### config.mk
export PLATFORM = sky130hd
export DESIGN_NAME = mailbox_ram_access_bridge_unit
export DESIGN_NICKNAME = d
export VERILOG_FILES = /design/src/rtl/mrab_pkg.sv /design/src/rtl/mailbox_ram_access_bridge_unit.sv /design/src/rtl/mrab_core.sv /design/src/rtl/mrab_out.sv
export VERILOG_INCLUDE_DIRS = /design/src /design/src/rtl
export SDC_FILE = /design/constraint.sdc
export NUM_CORES = 1
export LEC_CHECK = 0
export BUFFER_PORTS_ARGS = -buffer_cell sky130_fd_sc_hd__buf_2
export CAP_MARGIN = 10
export CORE_MARGIN = 8
export CORE_UTILIZATION = 57
export CTS_BUF_LIST = sky130_fd_sc_hd__clkbuf_8 sky130_fd_sc_hd__clkbuf_16
export DETAILED_ROUTE_END_ITERATION = 12
export PLACE_DENSITY = 0.85
export REMOVE_ABC_BUFFERS = 1
export SYNTH_ARGS = -nofsm -noshare
export SYNTH_HDL_FRONTEND = slang
export SYNTH_SLANG_ARGS = --single-unit
### constraint.sdc
create_clock -name clk -period 10.4 [get_ports clk]
set_clock_uncertainty 0.05 [all_clocks]
set_input_delay 1.04 -clock clk [delete_from_list [all_inputs] [get_ports clk]]
set_output_delay 1.04 -clock clk [all_outputs]
set_load 0.01 [all_outputs]
### src/rtl/mailbox_ram_access_bridge_unit_defines.svh
// Assertion macros shared by the bridge RTL.
`ifndef MAILBOX_RAM_ACCESS_BRIDGE_UNIT_DEFINES_SVH
`define MAILBOX_RAM_ACCESS_BRIDGE_UNIT_DEFINES_SVH
`ifndef SYNTH
// Antecedent holds in a cycle, consequent must hold in the same cycle.
`define MRAB_ASSERT_SAME(label, clk, rst, ante, cons) \
  label: assert property (@(posedge clk) disable iff (rst) (ante) |-> (cons)) \
    else $error("bridge check failed");
// Antecedent holds in a cycle, consequent must hold in the next cycle.
`define MRAB_ASSERT_NEXT(label, clk, rst, ante, cons) \
  label: assert property (@(posedge clk) disable iff (rst) (ante) |=> (cons)) \
    else $error("bridge check failed");
`else
`define MRAB_ASSERT_SAME(label, clk, rst, ante, cons)
`define MRAB_ASSERT_NEXT(label, clk, rst, ante, cons)
`endif
`endif

### src/rtl/mrab_pkg.sv
package mrab_pkg;

  localparam logic [15:0] POLL_LIMIT_RESET  = 16'd10000;
  localparam logic [2:0]  RETRY_LIMIT_RESET = 3'd3;
  localparam logic [14:0] OFFSET_MASK       = 15'h7FFE;
  localparam logic [15:0] TIMEOUT_WORD      = 16'hFFFF;

  // Function codes of an input item.
  localparam logic FUNC_ACCESS = 1'b0;
  localparam logic FUNC_POLL   = 1'b1;

  // Register indexes on the configuration port (taken from paddr[2]).
  localparam logic REG_POLL_LIMIT  = 1'b0;
  localparam logic REG_RETRY_LIMIT = 1'b1;

  typedef enum logic [1:0] {
    PHASE_IDLE = 2'd0,
    PHASE_BUSY = 2'd1
  } phase_t;

  typedef struct packed {
    logic        func;
    logic        access_write;
    logic        access_byte;
    logic [14:0] offset;
    logic [15:0] write_data;
    logic        rsp_valid;
    logic [15:0] rsp_data;
  } mrab_in_t;

  typedef struct packed {
    logic        req_strobe;
    logic [32:0] req_value;
    logic        rsp_clear;
    logic        access_done;
    logic [15:0] read_result;
    logic        timed_out;
  } mrab_out_t;

  typedef struct packed {
    logic [15:0] poll_limit;
    logic [2:0]  retry_limit;
  } mrab_cfg_t;

  typedef struct packed {
    logic busy;
  } mrab_status_t;

  // Request word: bit 0 valid, bit 1 write, bits 16:2 word offset, bits 32:17 data.
  function automatic logic [32:0] make_req(logic [14:0] off, logic wr, logic [15:0] data);
    return {data, off & OFFSET_MASK, wr, 1'b1};
  endfunction

endpackage

### src/rtl/mailbox_ram_access_bridge_unit.sv
// Channel   | Direction | Handshake                  | Payload
// ----------+-----------+----------------------------+-------------------------
// item      | in        | item_valid / item_ready     | mrab_pkg::mrab_in_t
// result    | out       | result_valid / result_ready | mrab_pkg::mrab_out_t
// config    | in        | APB psel/penable/pready     | paddr[2:0], pwdata 32 bits
//
// Every accepted transaction yields exactly one result, which the output stage registers.
// A new item is taken in every cycle while the result register is empty or
// being emptied in the same cycle, so the sustained rate is one item per clock.
// Only a stalled result register (result_valid high, result_ready low) holds
// item_ready low. rst is synchronous and active high; it returns the bridge to
// idle with zero counters and the limits to 10000 polls and 3 attempts.

`include "mailbox_ram_access_bridge_unit_defines.svh"

module mailbox_ram_access_bridge_unit (
  input  logic                clk,
  input  logic                rst,
  // Item channel.
  input  logic                item_valid,
  output logic                item_ready,
  input  mrab_pkg::mrab_in_t  item,
  // Result channel.
  output logic                result_valid,
  input  logic                result_ready,
  output mrab_pkg::mrab_out_t result,
  // Configuration port.
  input  logic                psel,
  input  logic                penable,
  input  logic                pwrite,
  input  logic [2:0]          paddr,
  input  logic [31:0]         pwdata,
  output logic [31:0]         prdata,
  output logic                pready
);

  mrab_pkg::mrab_cfg_t    cfg;
  mrab_pkg::mrab_out_t    res;
  mrab_pkg::mrab_status_t status;
  logic                   step;
  logic                   cfg_write;

  // The result register frees up either when it is empty or when its current
  // transaction is taken this cycle, so the item side never waits on a bubble.
  assign item_ready = !result_valid || result_ready;
  assign step       = item_valid && item_ready;

  // Configuration registers. Only paddr[2] selects the register; the
  // two registers sit at byte addresses 0 and 4.
  assign pready    = 1'b1;
  assign cfg_write = psel && penable && pwrite && pready;

  always_ff @(posedge clk) begin
    if (rst) begin
      cfg.poll_limit  <= mrab_pkg::POLL_LIMIT_RESET;
      cfg.retry_limit <= mrab_pkg::RETRY_LIMIT_RESET;
    end else if (cfg_write) begin
      unique case (paddr[2])
        mrab_pkg::REG_POLL_LIMIT:  cfg.poll_limit  <= pwdata[15:0];
        mrab_pkg::REG_RETRY_LIMIT: cfg.retry_limit <= pwdata[2:0];
        default: ;
      endcase
    end
  end

  always_comb begin
    unique case (paddr[2])
      mrab_pkg::REG_POLL_LIMIT:  prdata = {16'h0000, cfg.poll_limit};
      mrab_pkg::REG_RETRY_LIMIT: prdata = {29'h0, cfg.retry_limit};
      default:                   prdata = '0;
    endcase
  end

  // The core holds the transfer state and works out each result in the cycle
  // the item is accepted; the output stage registers it.
  mrab_core u_core (
    .clk    (clk),
    .rst    (rst),
    .step   (step),
    .item   (item),
    .cfg    (cfg),
    .res    (res),
    .status (status)
  );

  mrab_out u_out (
    .clk          (clk),
    .rst          (rst),
    .load         (step),
    .res          (res),
    .result_ready (result_ready),
    .result_valid (result_valid),
    .result       (result)
  );

  // A host access taken while idle must leave the bridge busy.
  `MRAB_ASSERT_NEXT(a_access_starts, clk, rst, step && !status.busy && item.func == mrab_pkg::FUNC_ACCESS, status.busy)
  // A timeout always finishes the access and clears the request mailbox.
  `MRAB_ASSERT_SAME(a_timeout_shape, clk, rst, result_valid && result.timed_out, result.access_done && result.req_strobe && result.req_value == '0)
  // No request word is shown unless the request mailbox is written.
  `MRAB_ASSERT_SAME(a_req_quiet, clk, rst, result_valid && !result.req_strobe, result.req_value == '0)
  // Clearing the response mailbox always comes with a request mailbox write.
  `MRAB_ASSERT_SAME(a_clear_with_req, clk, rst, result_valid && result.rsp_clear, result.req_strobe)

endmodule

### src/rtl/mrab_core.sv
module mrab_core (
  input  logic                  clk,
  input  logic                  rst,
  input  logic                  step,
  input  mrab_pkg::mrab_in_t    item,
  input  mrab_pkg::mrab_cfg_t   cfg,
  output mrab_pkg::mrab_out_t   res,
  output mrab_pkg::mrab_status_t status
);

  mrab_pkg::phase_t phase, phase_next;
  logic [15:0] poll_count, poll_count_next;
  logic [2:0]  attempt_count, attempt_count_next;
  logic [32:0] pending_request, pending_request_next;
  logic        lane_odd, lane_odd_next;
  logic        byte_mode, byte_mode_next;
  logic [7:0]  held_byte, held_byte_next;
  logic        rmw_pending, rmw_pending_next;

  logic [15:0] plim;
  logic [2:0]  rlim;
  logic [16:0] poll_inc;
  logic [3:0]  attempt_inc;
  logic        end_xfer;
  logic        end_tmo;
  logic [15:0] end_word;
  logic [15:0] merged;
  logic [15:0] rd_sel;

  always_ff @(posedge clk) begin
    if (rst) begin
      phase           <= mrab_pkg::PHASE_IDLE;
      poll_count      <= '0;
      attempt_count   <= '0;
      pending_request <= '0;
      lane_odd        <= 1'b0;
      byte_mode       <= 1'b0;
      held_byte       <= '0;
      rmw_pending     <= 1'b0;
    end else if (step) begin
      phase           <= phase_next;
      poll_count      <= poll_count_next;
      attempt_count   <= attempt_count_next;
      pending_request <= pending_request_next;
      lane_odd        <= lane_odd_next;
      byte_mode       <= byte_mode_next;
      held_byte       <= held_byte_next;
      rmw_pending     <= rmw_pending_next;
    end
  end

  assign plim        = (cfg.poll_limit == '0) ? 16'd1 : cfg.poll_limit;
  assign rlim        = (cfg.retry_limit == '0) ? 3'd1 : cfg.retry_limit;
  assign poll_inc    = {1'b0, poll_count} + 17'd1;
  assign attempt_inc = {1'b0, attempt_count} + 4'd1;
  assign merged      = lane_odd ? {end_word[15:8], held_byte} : {held_byte, end_word[7:0]};
  assign rd_sel      = !byte_mode ? end_word :
                       lane_odd   ? {8'h00, end_word[7:0]} : {8'h00, end_word[15:8]};
  assign status.busy = (phase == mrab_pkg::PHASE_BUSY);

  always_comb begin
    phase_next           = phase;
    poll_count_next      = poll_count;
    attempt_count_next   = attempt_count;
    pending_request_next = pending_request;
    lane_odd_next        = lane_odd;
    byte_mode_next       = byte_mode;
    held_byte_next       = held_byte;
    rmw_pending_next     = rmw_pending;
    res                  = '0;
    end_xfer             = 1'b0;
    end_tmo              = 1'b0;
    end_word             = item.rsp_data;

    unique case (phase)
      mrab_pkg::PHASE_IDLE: begin
        if (item.func == mrab_pkg::FUNC_ACCESS) begin
          byte_mode_next     = item.access_byte;
          lane_odd_next      = item.offset[0];
          held_byte_next     = item.write_data[7:0];
          rmw_pending_next   = item.access_byte & item.access_write;
          if (item.access_byte && item.access_write) begin
            pending_request_next = mrab_pkg::make_req(item.offset, 1'b0, 16'h0000);
          end else begin
            pending_request_next = mrab_pkg::make_req(item.offset, item.access_write,
                                     item.access_write ? item.write_data : 16'h0000);
          end
          poll_count_next    = '0;
          attempt_count_next = '0;
          phase_next         = mrab_pkg::PHASE_BUSY;
          res.req_strobe     = 1'b1;
          res.req_value      = pending_request_next;
        end
      end
      mrab_pkg::PHASE_BUSY: begin
        if (item.func == mrab_pkg::FUNC_POLL) begin
          if (item.rsp_valid) begin
            res.req_strobe = 1'b1;
            res.rsp_clear  = 1'b1;
            end_xfer       = 1'b1;
          end else if (poll_inc < {1'b0, plim}) begin
            poll_count_next = poll_inc[15:0];
          end else begin
            poll_count_next = '0;
            res.req_strobe  = 1'b1;
            if (attempt_inc < {1'b0, rlim}) begin
              attempt_count_next = attempt_inc[2:0];
              res.req_value      = pending_request;
            end else begin
              end_xfer = 1'b1;
              end_tmo  = 1'b1;
              end_word = mrab_pkg::TIMEOUT_WORD;
            end
          end
        end
      end
      default: begin
        phase_next = mrab_pkg::PHASE_IDLE;
      end
    endcase

    if (end_xfer) begin
      poll_count_next    = '0;
      attempt_count_next = '0;
      if (rmw_pending) begin
        // The read half of a byte write is back: issue the merged word write.
        rmw_pending_next     = 1'b0;
        pending_request_next = mrab_pkg::make_req(pending_request[16:2], 1'b1, merged);
        res.req_value        = pending_request_next;
      end else begin
        phase_next      = mrab_pkg::PHASE_IDLE;
        res.access_done = 1'b1;
        res.read_result = pending_request[1] ? 16'h0000 : rd_sel;
        res.timed_out   = end_tmo;
      end
    end
  end

endmodule

### src/rtl/mrab_out.sv
module mrab_out (
  input  logic                clk,
  input  logic                rst,
  input  logic                load,
  input  mrab_pkg::mrab_out_t res,
  input  logic                result_ready,
  output logic                result_valid,
  output mrab_pkg::mrab_out_t result
);

  // Holds one finished result; a new one may load in the cycle the old one leaves.
  always_ff @(posedge clk) begin
    if (rst) begin
      result_valid <= 1'b0;
    end else if (load) begin
      result_valid <= 1'b1;
    end else if (result_ready) begin
      result_valid <= 1'b0;
    end
  end

  always_ff @(posedge clk) begin
    if (load) begin
      result <= res;
    end
  end

endmodule

==> results.cfg, run 1 <==
[outcome]
status = finished clean

[floorplanning]
io_pins = 181
die-area_um2 = 15800
die_h_um = 126
initial_utilization_pct = 57.8
core_area_um2 = 11900
dieWidth_um = 126
fp-row-count = 40

[clock_network]
clk_latency_ns = 0.42
cts-buffers-inserted = 17
cts_tree = done
clk_path_buf_depth = 2
postCtsSetupBuffers = 0
root_buffer = clkbuf_16
clock_sinks = 138
cts_hold_buf = 0
clkTransAtPathRegs_ns = 0.06
htreeDepth = 4
post_cts_resized = 0

[routing]
final_antenna_net_count = 0
drt-total-wl_um = 18400
drtIter0Drc = 630
avgViaCountPerCell = 5.92
drc = 0
firstDrtPassIters = 5
dr_total_vias = 6267
post_drt_wl_per_cell_um = 17.4

[setup_path]
path_max_fanout = 8
cp_slowest_stage_delay_ns = 1.01
cp_cell_sequence = nand4_1 -> nor4_1 -> nand3_1 -> nor2_1 -> xor2_1 -> ha_1 -> nand3_1 -> nor3_1 -> nand2_2 -> a21o_1 -> a2111oi_2 -> a211oi_1 -> o21ai_0
path_common_cell = nand3_1
rr_worst_depth = 13
critPathCapture = u_out.result[36]
critPathLaunchType = flop
r2r_slack_ns = 6.05
timing.rr.end = u_out.result[36]
critPathSlowestCell = a2111oi_2
path_class = reg2reg
r2r-start = u_core.poll_count[2]
required_ns = 10.58
crit_start = u_core.poll_count[2]
cp_data_arrival_time_ns = 4.53
end_kind = flop

[synth]
synth_area_per_cell_um2 = 8.85
yosysSeqAreaShare_pct = 48.1
synth_top_area_cell = dfxtp_1
yosysMostFrequentCell = nand2_1
synth_top_area_share_pct = 24.8
synth-async-reset-ratio_pct = 0
syn_area_um2 = 6850
yosysUniqueCellTypes = 59
yosys-top-cells-count = nand2_1 (126), dfxtp_1 (85), a21oi_1 (65), nor2_1 (56), edfxtp_1 (53)
synth_warnings = 0
synthTopCellsByArea = dfxtp_1 (25%), edfxtp_1 (23%), nand2_1 (6.9%)
synth_cells = 774
ys_ff_latch = 138
synth-main-ff-cell = dfxtp_1
synth_edf_count = 53

[cells_and_area]
area_delta_synth_final_pct = 19.4
final_nets = 1011
final_util_pct = 69.0
diodes = 0
drive_gt1_share_pct = 21.4

[timing]
grt_setup_unrepaired = false
hold_viol_final = 0
max_freq_ghz = 0.230
slew-limit-headroom_pct = 22.6
finalSetupTns_ns = 0
finalCriticalPeriod_ns = 4.35
slew_viol_final = 0
setup_viol = 0
period_share_pct = 41.8
worstMarginPinSlew_ns = 1.15

[hold_path]
min_path_type = reg2reg

[global_routing]
antenna_found_initial = 0
track_usage_pct = 23.0
grt-ovfl-total = 0
grt_max_degree = 72
grt_pass1_vias = 6065
grt_pass1_wl_um = 29700

[place]
place.gp.congestion = 0.929
hpwl_um = 12600
io_buffer_count = 145

[power]
p_leak_nw = 3.32
ir_worst_vdd_mv = 0.104
finalPower_mw = 1.33
p_per_area_nw_per_um2 = 163

[flow_run]
maxCapViolCount = 0
-- flip-flops by register name, summed over array words and instances, names as in the netlist, 2 cells and up --
signal / flops
u_core.phase: 2
u_core.pending_request: 33
u_core.poll_count: 16
cfg: 19
u_out.result: 53
u_core.attempt_count: 3
u_core.held_byte: 8
-- cell type report --
class | count | area [µm²]
multi-input cells | 537 | 3110
clock buffers | 19 | 464
flip-flops and latches | 138 | 3290
well taps | 147 | 184
clock inverters | 13 | 148
fillers | 898 | 3680
repair buffers | 153 | 786
inverters | 52 | 195
-- per-layer routing --
layer	up-vias	global-route usage [%]	routed length, µm
met4	0	10.5	497
met1	2943	27.7	7450
li1	2969	-	-
met5	-	0	0
met2	307	38.2	8950
met3	48	5.61	1500
-- cell usage in the layout, fill, tap and decap left out, types with 7 or more instances in the layout --
| master | netlist | routed |
|---|---|---|
| buf_2 | 8 | 145 |
| o221ai_1 | 17 | 17 |
| dfxtp_1 | 85 | 85 |
| nand2_1 | 126 | 126 |
| xnor2_1 | 9 | 9 |
| xor2_1 | 7 | 7 |
| nor2b_1 | 12 | 12 |
| o21ai_0 | 27 | 27 |
| a31oi_1 | 12 | 12 |
| or4_1 | 10 | 10 |
| clkbuf_16 | 0 | 18 |
| o31ai_1 | 8 | 8 |
| inv_1 | 51 | 53 |
| nand2b_1 | 17 | 17 |
| edfxtp_1 | 53 | 53 |
| o22ai_1 | 8 | 8 |
| nand3_1 | 20 | 20 |
| a21oi_1 | 65 | 65 |
| nand4_1 | 8 | 8 |
| ha_1 | 19 | 19 |
| conb_1 | 2 | 17 |
| a211o_1 | 7 | 7 |
| a22oi_1 | 16 | 16 |
| nor2_1 | 56 | 55 |
| buf_4 | 17 | 8 |
| a211oi_1 | 10 | 10 |
| a22o_1 | 14 | 14 |
-- worst max-delay path, delay by kind of cell, from the launching register on --
family | cells | cell delay [ns]
XOR/XNOR | 1 | 0.10
adder cells (fa/ha/maj) | 1 | 0.30
AO/OA/AOI/OAI | 4 | 1.67
AND/OR/NAND/NOR | 7 | 1.55
flip-flops | 1 | 0.46
-- per-stage QoR --
| stage | hold slack (ns) | setup WS, ns | area [µm²] | std cells |
|---|---|---|---|---|
| after global placement | 0.365 | 6.18 | 7570 | 1027 |
| after CTS | 0.388 | 6.08 | 8180 | 1059 |
| final | 0.386 | 6.05 | 8180 | 1059 |
| after detailed placement | 0.379 | 6.16 | 7570 | 1027 |
| after global routing | 0.399 | 5.75 | 8180 | 1059 |
| after floorplan | 0.354 | 5.50 | 6590 | 727 |
-- logic make-up after synthesis --
group / synth area share, %
AOI/OAI and AO/OA: 19.2
DFF: 48.1
and+or+nand+nor: 19.2
muxes: 0.475
adders and majority gates: 3.47
xor gates and xnor gates: 2.05
buffers and inverters: 7.43
other: 0.110
-- how the worst min path moves through the flow --
stage | start | to | slack (ns) | cells after the start
floorplan | u_core.pending_request[2] | u_core.pending_request[2] | 0.35 | 2
global placement | u_core.pending_request[2] | u_core.pending_request[2] | 0.36 | 2
detailed placement | u_core.pending_request[2] | u_core.pending_request[2] | 0.38 | 2
CTS | u_core.pending_request[2] | u_core.pending_request[2] | 0.39 | 2
global route | u_core.pending_request[2] | u_core.pending_request[2] | 0.40 | 2
finish | u_core.pending_request[2] | u_core.pending_request[2] | 0.39 | 2
-- power by group --
part,switching (mW),internal [mW],total (mW)
sequential,0.00940,0.584,0.593
combinational,0.0779,0.0433,0.121
clock,0.223,0.394,0.617
total,0.310,1.02,1.33
No activity file was read; power rests on OpenSTA's default activity.
==> run 2, diff against run 1 <==
--- a/config.mk
+++ b/config.mk
@@ -6,13 +6,14 @@
 export SDC_FILE = /design/constraint.sdc
 export NUM_CORES = 1
 export LEC_CHECK = 0
+export ABC_AREA = 1
 export BUFFER_PORTS_ARGS = -buffer_cell sky130_fd_sc_hd__buf_2
 export CAP_MARGIN = 10
 export CORE_MARGIN = 8
-export CORE_UTILIZATION = 57
+export CORE_UTILIZATION = 54
 export CTS_BUF_LIST = sky130_fd_sc_hd__clkbuf_8 sky130_fd_sc_hd__clkbuf_16
 export DETAILED_ROUTE_END_ITERATION = 12
-export PLACE_DENSITY = 0.85
+export PLACE_DENSITY = 0.81
 export REMOVE_ABC_BUFFERS = 1
 export SYNTH_ARGS = -nofsm -noshare
 export SYNTH_HDL_FRONTEND = slang
==> constraint.sdc (replaced) <==
create_clock -name clk -period 4.14 [get_ports clk]
set_clock_uncertainty 0.05 [all_clocks]
set_input_delay 0.414 -clock clk [delete_from_list [all_inputs] [get_ports clk]]
set_output_delay 0.414 -clock clk [all_outputs]
set_load 0.01 [all_outputs]
==> results.cfg, run 2 <==
[global_routing]
grt_pass1_vias = 6706
track_usage_pct = 22.2
grt_max_degree = 61
grt_pass1_wl_um = 32100
antenna_found_initial = 0
grt-ovfl-total = 0

[synth]
synth_cells = 963
synth_top_area_share_pct = 23.0
synthTopCellsByArea = dfxtp_1 (23%), edfxtp_1 (21%), nand2_1 (9.8%)
synth.area.mux_share_pct = 0
ys_ff_latch = 138
synth-xor-area-share_pct = 1.54
synth_top_area_cell = dfxtp_1
syn_area_um2 = 7410
synth_edf_count = 53
yosysUniqueCellTypes = 38
synth-async-reset-ratio_pct = 0
synth_area_per_cell_um2 = 7.69
synth_compound_area_share_pct = 14.5
synth_top_family_by_area = simple AND/OR/NAND/NOR gates
synth_warnings = 0
yosys-top-cells-count = nand2_1 (194), inv_1 (126), nor2_1 (125), dfxtp_1 (85), a21oi_1 (71)
synth-main-ff-cell = dfxtp_1
synthAdderAreaFrac_pct = 3.21
yosysSeqAreaShare_pct = 44.5
yosysMostFrequentCell = nand2_1
yosys.area_share.simple_pct = 24.7

[setup_path]
critPathSlowestCell = dfxtp_1
path_class = reg2reg
path_max_fanout = 35
required_ns = 4.26
r2r-start = u_core.poll_count[0]
crit_family = simple AND/OR/NAND/NOR gates
critPathLaunchType = flop
cp_data_arrival_time_ns = 3.83
timing.rr.end = u_out.result[50]
cp_cell_sequence = nand3_1 -> nor3_2 -> nand2_1 -> nor2_1 -> nand2_1 -> inv_1 -> nand4_1 -> xnor2_1 -> ha_1 -> and3_1 -> nand2_1 -> nand3_1 -> a21oi_2 -> nand2_2 -> nand2_2 -> nand2_4 -> nand2_4 -> buf_4 -> a21oi_1 -> o21ai_0 -> nand3_1
rr_worst_depth = 21
cp_slowest_stage_delay_ns = 0.40
crit_start = u_core.poll_count[0]
end_kind = flop
cp_num_cells = 21
critPathCapture = u_out.result[50]
path_buf_inv = 2
r2r_slack_ns = 0.42

[place]
place.gp.congestion = 0.824
io_buffer_count = 145
placed_area_um2 = 8180
hpwl_um = 13400
post-place-ws_ns = 0.350
dp.cells = 1250

[clock_network]
htreeDepth = 4
clkTransAtPathRegs_ns = 0.06
clk_path_buf_depth = 2
cts-buffers-inserted = 17
clk_latency_ns = 0.43
cts_tree = done
postCtsSetupBuffers = 0
root_buffer = clkbuf_16
clock_sinks = 138

[cells_and_area]
largest_reg_flops = 53
diodes = 0
largestRegisters = u_out.result x53, u_core.pending_request x33, cfg x19
final_area_um2 = 8770
final_nets = 1201
area_delta_synth_final_pct = 18.4
drive_gt1_share_pct = 20.7
final_util_pct = 64.2
fill_cells = 1212
top_register = u_out.result
final_cells = 1282
final_cell_mix = nand2_1 (194), buf_2 (145), inv_1 (127)
final_common_cell = nand2_1

[timing]
grt_setup_unrepaired = false
slew-limit-headroom_pct = 42.6
finalCriticalPeriod_ns = 3.72
worstMarginPinSlew_ns = 0.858
fin_ws_ns = 0.424
finalSetupTns_ns = 0
max_freq_ghz = 0.269
slew_viol_final = 0
hold_viol_final = 0
whs_ns = 0.150
period_share_pct = 89.7
setup_viol = 0

[floorplanning]
initial_utilization_pct = 54.2
io_pins = 181
die-area_um2 = 17700
dieWidth_um = 133
core_area_um2 = 13700
fp-row-count = 43
die_h_um = 133

[power]
p_per_area_nw_per_um2 = 387
finalPower_mw = 3.39
p_leak_nw = 4.16
ir_worst_vdd_mv = 0.225

[routing]
avgViaCountPerCell = 5.36
drtIter0Drc = 638
final_antenna_net_count = 0
dr_total_vias = 6876
drt-total-wl_um = 20000
firstDrtPassIters = 5
post_drt_wl_per_cell_um = 15.6
drc = 0

[outcome]
status = finished clean

[flow_run]
maxCapViolCount = 0

[hold_path]
min_path_type = in2reg
## run 2: worst min path at each step
stage                                    from                   endpoint  cells after the start
floorplan           u_core.pending_request[2]  u_core.pending_request[2]                      2
global placement    u_core.pending_request[2]  u_core.pending_request[2]                      2
detailed placement  u_core.pending_request[2]  u_core.pending_request[2]                      2
CTS                                 pwdata[0]                     cfg[0]                      3
global route                       pwdata[13]                    cfg[16]                      3
finish                             pwdata[13]                    cfg[16]                      3
## run 2: final cells by class
type,instances,area (µm²),share of cell area [%]
clock inverter,15,160,1.83
clock buffer,17,425,4.85
multi-input combinational,643,3330,38.0
sequential,138,3290,37.5
inverter,133,500,5.71
timing repair buffer,156,833,9.50
tap,180,225,2.57
## run 2: kinds of logic after synthesis
family                   count (synthesis)
buffers and inverters                  197
adder cells (fa/ha/maj)                 19
AO/OA/AOI/OAI                          175
flip-flops                             138
AND/OR/NAND/NOR                        419
XOR/XNOR                                13
other                                    2
## run 2: worst min-delay path, stage by stage
cell and delay [ns]:
buf_2 0.08, a21oi_1 0.05, o21ai_0 0.05
## run 2: repair_timing
action | CTS | global route
resized for setup | 0 | 1
endpoints found under the setup margin | 0 | 18
hold endpoints to repair | 0 | 0
hold buffers | 0 | 0
## run 2: routing by layer
metal	GRT usage, %	vias up	wire, µm
met5	0	-	0
met4	10.6	0	590
met3	4.93	52	1390
met2	38.1	277	9760
met1	25.8	3171	8230
li1	-	3376	-
## run 2: power by group
part,total [mW],switching (mW),internal (mW)
combinational,0.380,0.255,0.124
clock,1.51,0.574,0.934
sequential,1.50,0.0297,1.47
